--- config.mk ---
export PLATFORM = sky130hd
export DESIGN_NAME = path_segment_locator_core
export DESIGN_NICKNAME = d
export VERILOG_FILES = /design/src/psl_pkg.sv /design/src/path_segment_locator_core.sv /design/src/psl_ram.sv /design/src/psl_alu.sv
export SDC_FILE = /design/constraint.sdc
export NUM_CORES = 2
export LEC_CHECK = 0
export BUFFER_PORTS_ARGS = -buffer_cell sky130_fd_sc_hd__buf_2
export CAP_MARGIN = 20
export CORE_MARGIN = 3
export CORE_UTILIZATION = 43
export DETAILED_ROUTE_END_ITERATION = 6
export PLACE_DENSITY_LB_ADDON = 0.3
export SYNTH_ARGS = -nofsm -noshare
export SYNTH_HDL_FRONTEND = slang
export SYNTH_SLANG_ARGS = --single-unit
--- constraint.sdc ---
create_clock -name clock -period 9.06 [get_ports clock]
set_input_delay 1.812 -clock clock [delete_from_list [all_inputs] [get_ports clock]]
set_output_delay 1.812 -clock clock [all_outputs]
set_load 0.05 [all_outputs]
--- src/psl_pkg.sv ---
package psl_pkg;

   // Command codes carried in the request tuser.
   localparam logic [1:0] CMD_APPEND = 2'd0;
   localparam logic [1:0] CMD_REMOVE = 2'd1;
   localparam logic [1:0] CMD_CLEAR  = 2'd2;
   localparam logic [1:0] CMD_LOCATE = 2'd3;

   // Operation codes of the shared add/subtract unit.
   localparam logic ALU_ADD = 1'b0;
   localparam logic ALU_SUB = 1'b1;

   // Fixed field widths of the streaming ports.
   localparam int IN_LEN_BITS   = 32;
   localparam int PROG_BITS     = 16;
   localparam int INDEX_BITS    = 6;
   localparam int COUNT_BITS    = 7;
   localparam int REQ_DATA_BITS = 80;
   localparam int RSP_DATA_BITS = 32;

   // The multiply and divide each take one step per fraction bit.
   localparam int FRAC_BITS = 16;
   localparam int STEP_BITS = 4;

   localparam int MAX_SEGMENTS_DEFAULT = 64;
   localparam int LENGTH_BITS_DEFAULT  = 32;

endpackage

--- src/path_segment_locator_core.sv ---
// Path segment locator. The block keeps a table of up to MAX_SEGMENTS segment
// lengths and takes one command per request transaction: append a length,
// remove the last entry, clear the table, or locate a point given as a Q0.16
// fraction of a total length. Every request yields exactly one response
// transaction carrying the segment index, the Q0.16 fraction within that
// segment, a found flag, the number of stored entries after the command and
// an overflow flag for an append that hit a full table. Append, remove, clear
// and a locate with a zero total length go straight to the response load.
// Any other locate runs on one shared add/subtract unit: a shift-and-add
// multiply, then a walk over the stored entries up to the one that holds
// the target, or past the last when none does, then, on a hit only, a
// restoring division, and then the response load. The block takes no new
// request until that load is done; the next request can be taken in the
// cycle after it. The response load waits as long as an earlier response
// is still held by the receiver. The walk rate is set by the table memory,
// which delivers one entry per cycle through its registered read port.
module path_segment_locator_core #(
   parameter int MAX_SEGMENTS = psl_pkg::MAX_SEGMENTS_DEFAULT,
   parameter int LENGTH_BITS  = psl_pkg::LENGTH_BITS_DEFAULT
) (
   input  logic                               clock,
   input  logic                               reset,
   input  logic                               req_tvalid,
   output logic                               req_tready,
   // tdata fields, lowest bit up: segment_length[31:0], progress[47:32],
   // total_length[79:48].
   input  logic [psl_pkg::REQ_DATA_BITS-1:0]  req_tdata,
   // tuser fields, lowest bit up: cmd[1:0].
   input  logic [1:0]                         req_tuser,
   output logic                               rsp_tvalid,
   input  logic                               rsp_tready,
   // tdata fields, lowest bit up: segment_index[5:0], local_fraction[21:6],
   // found[22], segment_count[29:23], overflow[30], zero pad[31].
   output logic [psl_pkg::RSP_DATA_BITS-1:0]  rsp_tdata
);

   localparam int LB   = LENGTH_BITS;
   localparam int AW   = $clog2(MAX_SEGMENTS);
   localparam int CW   = $clog2(MAX_SEGMENTS + 1);
   localparam int FB   = psl_pkg::FRAC_BITS;
   localparam int SW   = psl_pkg::STEP_BITS;
   localparam int PW   = LB + FB;

   localparam logic [2:0] ST_IDLE = 3'd0;
   localparam logic [2:0] ST_MUL  = 3'd1;
   localparam logic [2:0] ST_WALK = 3'd2;
   localparam logic [2:0] ST_DIV  = 3'd3;
   localparam logic [2:0] ST_FIN  = 3'd4;

   localparam logic [SW-1:0] LAST_STEP = SW'(FB - 1);

   logic [2:0]    state_ff, state_in;
   logic [CW-1:0] count_ff, count_in;
   logic [CW-1:0] idx_ff, idx_in;
   logic [SW-1:0] step_ff, step_in;
   logic [LB-1:0] total_ff, total_in;
   logic [LB-1:0] rem_ff, rem_in;
   logic [LB-1:0] div_len_ff, div_len_in;
   // Holds progress, then the product; its low bits later shift the target
   // fraction out and the quotient in.
   logic [PW-1:0] prod_ff, prod_in;
   logic          found_ff, found_in;
   logic          ovf_ff, ovf_in;
   logic          rsp_valid_ff, rsp_valid_in;
   logic [psl_pkg::RSP_DATA_BITS-1:0] rsp_data_ff, rsp_data_in;

   logic          req_accept;
   logic          rsp_free;
   logic [CW-1:0] idx_next;
   logic [LB-1:0] seg_len;
   logic [LB-1:0] req_total;

   logic          alu_op;
   logic [LB:0]   alu_a, alu_b, alu_y;

   logic          ram_we;
   logic [AW-1:0] ram_rd_addr;
   logic [LB-1:0] ram_rd_data;

   logic [LB:0]   div_r2;
   logic [15:0]   frac_out;

   assign req_tready = (state_ff == ST_IDLE);
   assign req_accept = req_tvalid && req_tready;
   assign rsp_free   = !rsp_valid_ff || rsp_tready;
   assign rsp_tvalid = rsp_valid_ff;
   assign rsp_tdata  = rsp_data_ff;

   assign seg_len   = LB'(req_tdata[psl_pkg::IN_LEN_BITS-1:0]);
   assign req_total = LB'(req_tdata[79:48]);
   assign idx_next  = idx_ff + 1'b1;
   assign div_r2    = {rem_ff, prod_ff[FB-1]};

   // Appends are written at acceptance; the count check keeps the address in range.
   assign ram_we = req_accept && (req_tuser == psl_pkg::CMD_APPEND) &&
                   (count_ff < CW'(MAX_SEGMENTS));

   // During the walk the next entry is fetched ahead, so that the registered
   // read data always belongs to the entry at idx_ff.
   assign ram_rd_addr = (state_ff == ST_WALK) ? idx_next[AW-1:0] : '0;

   psl_ram #(
      .WIDTH (LB),
      .DEPTH (MAX_SEGMENTS)
   ) u_table (
      .clock   (clock),
      .wr_en   (ram_we),
      .wr_addr (count_ff[AW-1:0]),
      .wr_data (seg_len),
      .rd_addr (ram_rd_addr),
      .rd_data (ram_rd_data)
   );

   // Operand selection for the shared unit.
   always_comb begin
      alu_op = psl_pkg::ALU_ADD;
      alu_a  = '0;
      alu_b  = '0;
      case (state_ff)
         ST_MUL: begin
            alu_op = psl_pkg::ALU_ADD;
            alu_a  = {1'b0, prod_ff[PW-1:FB]};
            alu_b  = prod_ff[0] ? {1'b0, total_ff} : '0;
         end
         ST_WALK: begin
            alu_op = psl_pkg::ALU_SUB;
            alu_a  = {1'b0, rem_ff};
            alu_b  = {1'b0, ram_rd_data};
         end
         ST_DIV: begin
            alu_op = psl_pkg::ALU_SUB;
            alu_a  = div_r2;
            alu_b  = {1'b0, div_len_ff};
         end
         default: begin
            alu_op = psl_pkg::ALU_ADD;
         end
      endcase
   end

   psl_alu #(
      .WIDTH (LB + 1)
   ) u_alu (
      .op     (alu_op),
      .op_a   (alu_a),
      .op_b   (alu_b),
      .result (alu_y)
   );

   assign frac_out = found_ff ? prod_ff[FB-1:0] : '0;

   always_comb begin
      state_in     = state_ff;
      count_in     = count_ff;
      idx_in       = idx_ff;
      step_in      = step_ff;
      total_in     = total_ff;
      rem_in       = rem_ff;
      div_len_in   = div_len_ff;
      prod_in      = prod_ff;
      found_in     = found_ff;
      ovf_in       = ovf_ff;
      rsp_valid_in = rsp_valid_ff;
      rsp_data_in  = rsp_data_ff;

      if (rsp_valid_ff && rsp_tready) begin
         rsp_valid_in = 1'b0;
      end

      case (state_ff)
         ST_IDLE: begin
            if (req_accept) begin
               found_in = 1'b0;
               ovf_in   = 1'b0;
               total_in = req_total;
               prod_in  = PW'(req_tdata[47:32]);
               step_in  = '0;
               idx_in   = '0;
               state_in = ST_FIN;
               case (req_tuser)
                  psl_pkg::CMD_APPEND: begin
                     if (count_ff < CW'(MAX_SEGMENTS)) begin
                        count_in = count_ff + 1'b1;
                     end else begin
                        ovf_in = 1'b1;
                     end
                  end
                  psl_pkg::CMD_REMOVE: begin
                     if (count_ff != '0) begin
                        count_in = count_ff - 1'b1;
                     end
                  end
                  psl_pkg::CMD_CLEAR: begin
                     count_in = '0;
                  end
                  psl_pkg::CMD_LOCATE: begin
                     if (req_total != '0) begin
                        state_in = ST_MUL;
                     end
                  end
                  default: begin
                     state_in = ST_FIN;
                  end
               endcase
            end
         end
         ST_MUL: begin
            // Shift-and-add, least significant progress bit first.
            prod_in = {alu_y, prod_ff[FB-1:1]};
            step_in = step_ff + 1'b1;
            if (step_ff == LAST_STEP) begin
               rem_in   = alu_y[LB:1];
               state_in = ST_WALK;
            end
         end
         ST_WALK: begin
            // rem_ff holds the target minus the start of entry idx_ff.
            if (idx_ff == count_ff) begin
               state_in = ST_FIN;
            end else if (alu_y[LB]) begin
               // Target lies inside this entry; zero lengths never get here.
               found_in   = 1'b1;
               div_len_in = ram_rd_data;
               step_in    = '0;
               state_in   = ST_DIV;
            end else begin
               rem_in = alu_y[LB-1:0];
               idx_in = idx_next;
            end
         end
         ST_DIV: begin
            // Restoring division; the remainder always stays below the length.
            if (alu_y[LB]) begin
               rem_in  = div_r2[LB-1:0];
               prod_in = {prod_ff[PW-1:FB], prod_ff[FB-2:0], 1'b0};
            end else begin
               rem_in  = alu_y[LB-1:0];
               prod_in = {prod_ff[PW-1:FB], prod_ff[FB-2:0], 1'b1};
            end
            step_in = step_ff + 1'b1;
            if (step_ff == LAST_STEP) begin
               state_in = ST_FIN;
            end
         end
         ST_FIN: begin
            if (rsp_free) begin
               rsp_valid_in = 1'b1;
               rsp_data_in  = {1'b0, ovf_ff,
                               psl_pkg::COUNT_BITS'(count_ff),
                               found_ff, frac_out,
                               found_ff ? psl_pkg::INDEX_BITS'(idx_ff) :
                                          psl_pkg::INDEX_BITS'(0)};
               state_in     = ST_IDLE;
            end
         end
         default: begin
            state_in = ST_IDLE;
         end
      endcase
   end

   always_ff @(posedge clock) begin
      if (reset) begin
         state_ff     <= ST_IDLE;
         count_ff     <= '0;
         rsp_valid_ff <= 1'b0;
      end else begin
         state_ff     <= state_in;
         count_ff     <= count_in;
         rsp_valid_ff <= rsp_valid_in;
      end
   end

   always_ff @(posedge clock) begin
      idx_ff      <= idx_in;
      step_ff     <= step_in;
      total_ff    <= total_in;
      rem_ff      <= rem_in;
      div_len_ff  <= div_len_in;
      prod_ff     <= prod_in;
      found_ff    <= found_in;
      ovf_ff      <= ovf_in;
      rsp_data_ff <= rsp_data_in;
   end

endmodule

--- src/psl_ram.sv ---
module psl_ram #(
   parameter int WIDTH = 32,
   parameter int DEPTH = 64
) (
   input  logic                     clock,
   input  logic                     wr_en,
   input  logic [$clog2(DEPTH)-1:0] wr_addr,
   input  logic [WIDTH-1:0]         wr_data,
   input  logic [$clog2(DEPTH)-1:0] rd_addr,
   output logic [WIDTH-1:0]         rd_data
);

   logic [WIDTH-1:0] mem_ff [DEPTH];
   logic [WIDTH-1:0] rd_data_ff;

   always_ff @(posedge clock) begin
      if (wr_en) begin
         mem_ff[wr_addr] <= wr_data;
      end
      rd_data_ff <= mem_ff[rd_addr];
   end

   assign rd_data = rd_data_ff;

endmodule

--- src/psl_alu.sv ---
module psl_alu #(
   parameter int WIDTH = 33
) (
   input  logic             op,
   input  logic [WIDTH-1:0] op_a,
   input  logic [WIDTH-1:0] op_b,
   output logic [WIDTH-1:0] result
);

   // Single adder shared by the multiply, walk and divide steps.
   always_comb begin
      case (op)
         psl_pkg::ALU_ADD: result = op_a + op_b;
         psl_pkg::ALU_SUB: result = op_a - op_b;
         default:          result = op_a + op_b;
      endcase
   end

endmodule

==> summary.txt <==
STA
  – Final Hold Vio Count: 0
  – Tcrit/Tclk final: 0.824
  – RSZ-0062 raised after global routing: no
  – Final WS setup: 1.59 ns
  – Max_slew headroom: 0.148
  – Worst Clk Skew: 0.0789 ns
  – Final Setup Violations: 0
  – Min cycle time layout: 7.47 ns
  – Worst slew pin tran: 1.27 ns
  – Fin. max-slew vios: 0
  – Hold slack: 0.419 ns
  – Maximum clock rate: 134 MHz
  – Setup_tns: 0 ns

Hold path
  – WHS Endpoint: rsp_tdata[30]
  – Hold path depth: 0
  – HP Start: ovf_ff
  – Hold WC Path Type: reg2reg

Global routing
  – Global-route wire length before repair: 399,000 um
  – Largest net degree at the start of global routing: 150
  – Antenna violations before repair: 10
  – Number of global-route vias before repair: 57.5k
  – All-layer global routing usage: 0.241
  – Overflow after GRT: 0

CTS
  – H-tree levels: 4
  – Resize count post-CTS: 0
  – Hold_buf cts: 0
  – Worst-path clk slew: 0.06 ns
  – CTS max path bufs: 3
  – Worst skew pair latency: 0.87 ns
  – CTS Root Cell: clkbuf_16
  – CTS tree: done
  – Post-CTS Setup Bufs: 0
  – CTS buffer count: 223
  – CTS sink cnt: 2,279

Floorplan
  – Rows: 170
  – Die area: 0.223 sq mm
  – Initial Utilization: 0.434
  – I/O pin count: 120
  – Width of the die: 472 um
  – Core ar.: 0.215 sq mm
  – Die height: 472 um

Routing
  – Total wire length: 276,000 um
  – DR vias: 61.1k
  – DR pass1 iterations: 7
  – 1st-iter DRT viols: 8,468
  – DR WL/cell: 27.9 um
  – Post-DRT Antenna Nets: 0
  – Vias/cell: 6.17
  – Residual DRC: 0

Placement
  – Port Buffers: 118
  – Pre-CTS WS: 1.65 ns
  – Post-DP HPWL: 145,000 um
  – GP Congestion: 0.861

Finish
  – Commonest cells after routing, fill and taps aside: edfxtp_1, nand2_1, nand3_1
  – Core Util, Final: 0.488
  – # nets final: 6,996
  – Most common cell after layout, fill and taps aside: edfxtp_1
  – # fillers: 18.3k
  – Area taken by multi-input logic gates: 0.0237 sq mm
  – Layout cells sized above 1: 0.106
  – Sequential Area: 0.0680 sq mm
  – Layout area overhead: 12.6%

Synthesis
  – EDFF count, synth: 2,236
  – Gate Count Post-Synth: 6,876
  – Syn Area/Cell: 13.6 sq um
  – Syn Std Cell Area: 0.0933 sq mm
  – Ys flop type: edfxtp_1
  – #FFs+latches synth: 2,279
  – Syn Nets: 7,004
  – FFs w/ async S/R, synth: 0
  – Distinct cell type count after synthesis: 78
  – Synth warn: 0
  – Sequential fraction of the synthesis area: 0.729

Worst setup path
  – Type of origin of the critical path: flop
  – Critical Path RT: 9.59 ns
  – Critical Path AT: 8.00 ns
  – Worst setup EP type: flop
  – Worst-path maximum fanout: 40
  – FF-to-FF path depth: 22
  – WS Path Type: reg2reg
  – Worst r2r src: state_ff[0]
  – R2R Setup Slk: 1.59 ns
  – Worst r2r dst: rem_ff[27]

Power
  – Clock power share: 0.283
  – Flop pwr share: 0.389
  – Static leakage: 33.6 nW
  – Switch Pwr: 11.9 mW
  – Int Pwr: 20.7 mW
  – Pwr Total: 32.6 mW
  – Peak VDD IR: 0.264 mV
  – Cell Pwr Density: 310 mW/mm^2
  – Sw Ratio: 0.365
  – Logic pwr share: 0.327

Run status
  – Status: finished clean

Flow run
  – Max_cap viols: 0
==> per-layer routing <==
layer | track usage | part of all wire | vias up
met5 | 0 | 0.000043 | -
met4 | 0.0778 | 0.032 | 2
met3 | 0.0463 | 0.10 | 435
met2 | 0.371 | 0.46 | 3339
met1 | 0.345 | 0.41 | 30700
li1 | - | - | 26700
==> metrics by stage <==
stage	instances	area, sq um
2_1_floorplan	6876	93300
3_3_place_gp	9476	97700
3_5_place_dp	9477	97700
4_1_cts	9897	105000
5_1_grt	9901	105000
6_report	9905	105000
==> cells by family (layout without fill, tap and decap cells) <==
group,after synthesis,count (layout),synth area share
xor gates and xnor gates,61,61,0.00573
buffers and inverters,579,766,0.0240
and+or+nand+nor,2239,2239,0.109
other,1,5,0.0000402
DFF,2279,2279,0.729
adders and majority gates,42,42,0.00579
muxes,107,107,0.0118
AOI/OAI and AO/OA,1568,1568,0.115
==> synthesized netlist by cell type, types with 17 or more instances <==
master    count  area [sq um]
a31oi_1     137           857
nor4_1       22           138
buf_1        50           188
dfxtp_1      43           861
edfxtp_1   2236         67100
nor3_1       17          85.1
xnor2_1      30           263
a311oi_1    130          1140
inv_1        26          97.6
o211ai_1    263          1970
and2_1       46           288
a21oi_1     478          2390
a211oi_1    138          1040
a22oi_1      17           128
nor2_1      161           604
mux2i_1      88           881
o21ai_0      68           340
nand3_1     532          2660
mux2_2       18           203
clkbuf_1    477          1790
o221ai_1    259          2270
nand2_1    1139          4280
or3_1       260          1630
xor2_1       31           272
ha_1         40           500
==> worst max-delay path, stage by stage, from the launching register on <==
cell and delay (ns):
dfxtp_4 0.67, mux2_2 0.40, a22oi_1 0.29, ha_1 0.23, o21ai_0 0.14, nand4bb_1 0.41, or4_4 0.62, or2_2 0.36
o21ai_0 0.15, nand2_1 0.07, o21ai_0 0.07, a21oi_1 0.11, ha_1 0.26, a21oi_1 0.28, o21ai_0 0.19, o21ai_0 0.20
a21oi_1 0.08, a2111oi_0 0.72, a21oi_1 0.29, o21ai_4 0.90, buf_4 0.37, mux2i_1 0.21, o21ai_1 0.09
==> registers in the layout (all words and copies together), names as in the netlist <==
name             cells
rsp_tvalid           1
step_ff              4
u_table.rd_data     32
total_ff            32
prod_ff             48
state_ff             3
u_table.mem_ff    2048
ovf_ff               1
rem_ff              32
idx_ff               7
found_ff             1
div_len_ff          32
rsp_tdata           31
count_ff             7
==> final cells by class <==
| class | instances | area share |
|---|---|---|
| diodes | 4 | 0.0000953 |
| clock buffers | 283 | 0.0558 |
| flip-flops and latches | 2279 | 0.647 |
| clock inverters | 137 | 0.0138 |
| repair buffers | 315 | 0.0225 |
| inverters | 31 | 0.00132 |
| multi-input cells | 4018 | 0.225 |
| well taps | 2838 | 0.0338 |
==> how the worst max path moves through the flow <==
stage / from / end / slack [ns] / cells past startpoint
finish: state_ff[0] / rem_ff[27] / 1.59 / 22
global route: state_ff[0] / rem_ff[24] / 0.91 / 22
CTS: state_ff[0] / rem_ff[24] / 1.60 / 22
detailed placement: state_ff[0] / rem_ff[24] / 1.65 / 22
global placement: state_ff[0] / rem_ff[26] / 1.75 / 22
floorplan: state_ff[0] / rem_ff[0] / 2.02 / 25
==> power groups by stage <==
stage / Clock (mW) / Sequential, mW / Combinational [mW]
3_5_place_dp: 0 / 12.9 / 10.5
4_1_cts: 9.35 / 12.7 / 10.5
5_1_grt: 9.77 / 12.7 / 11.5
6_report: 9.24 / 12.7 / 10.7
3_3_place_gp: 0 / 12.9 / 10.4
2_1_floorplan: 0 / 12.8 / 6.71
No activity file was read; power rests on OpenSTA's default activity.
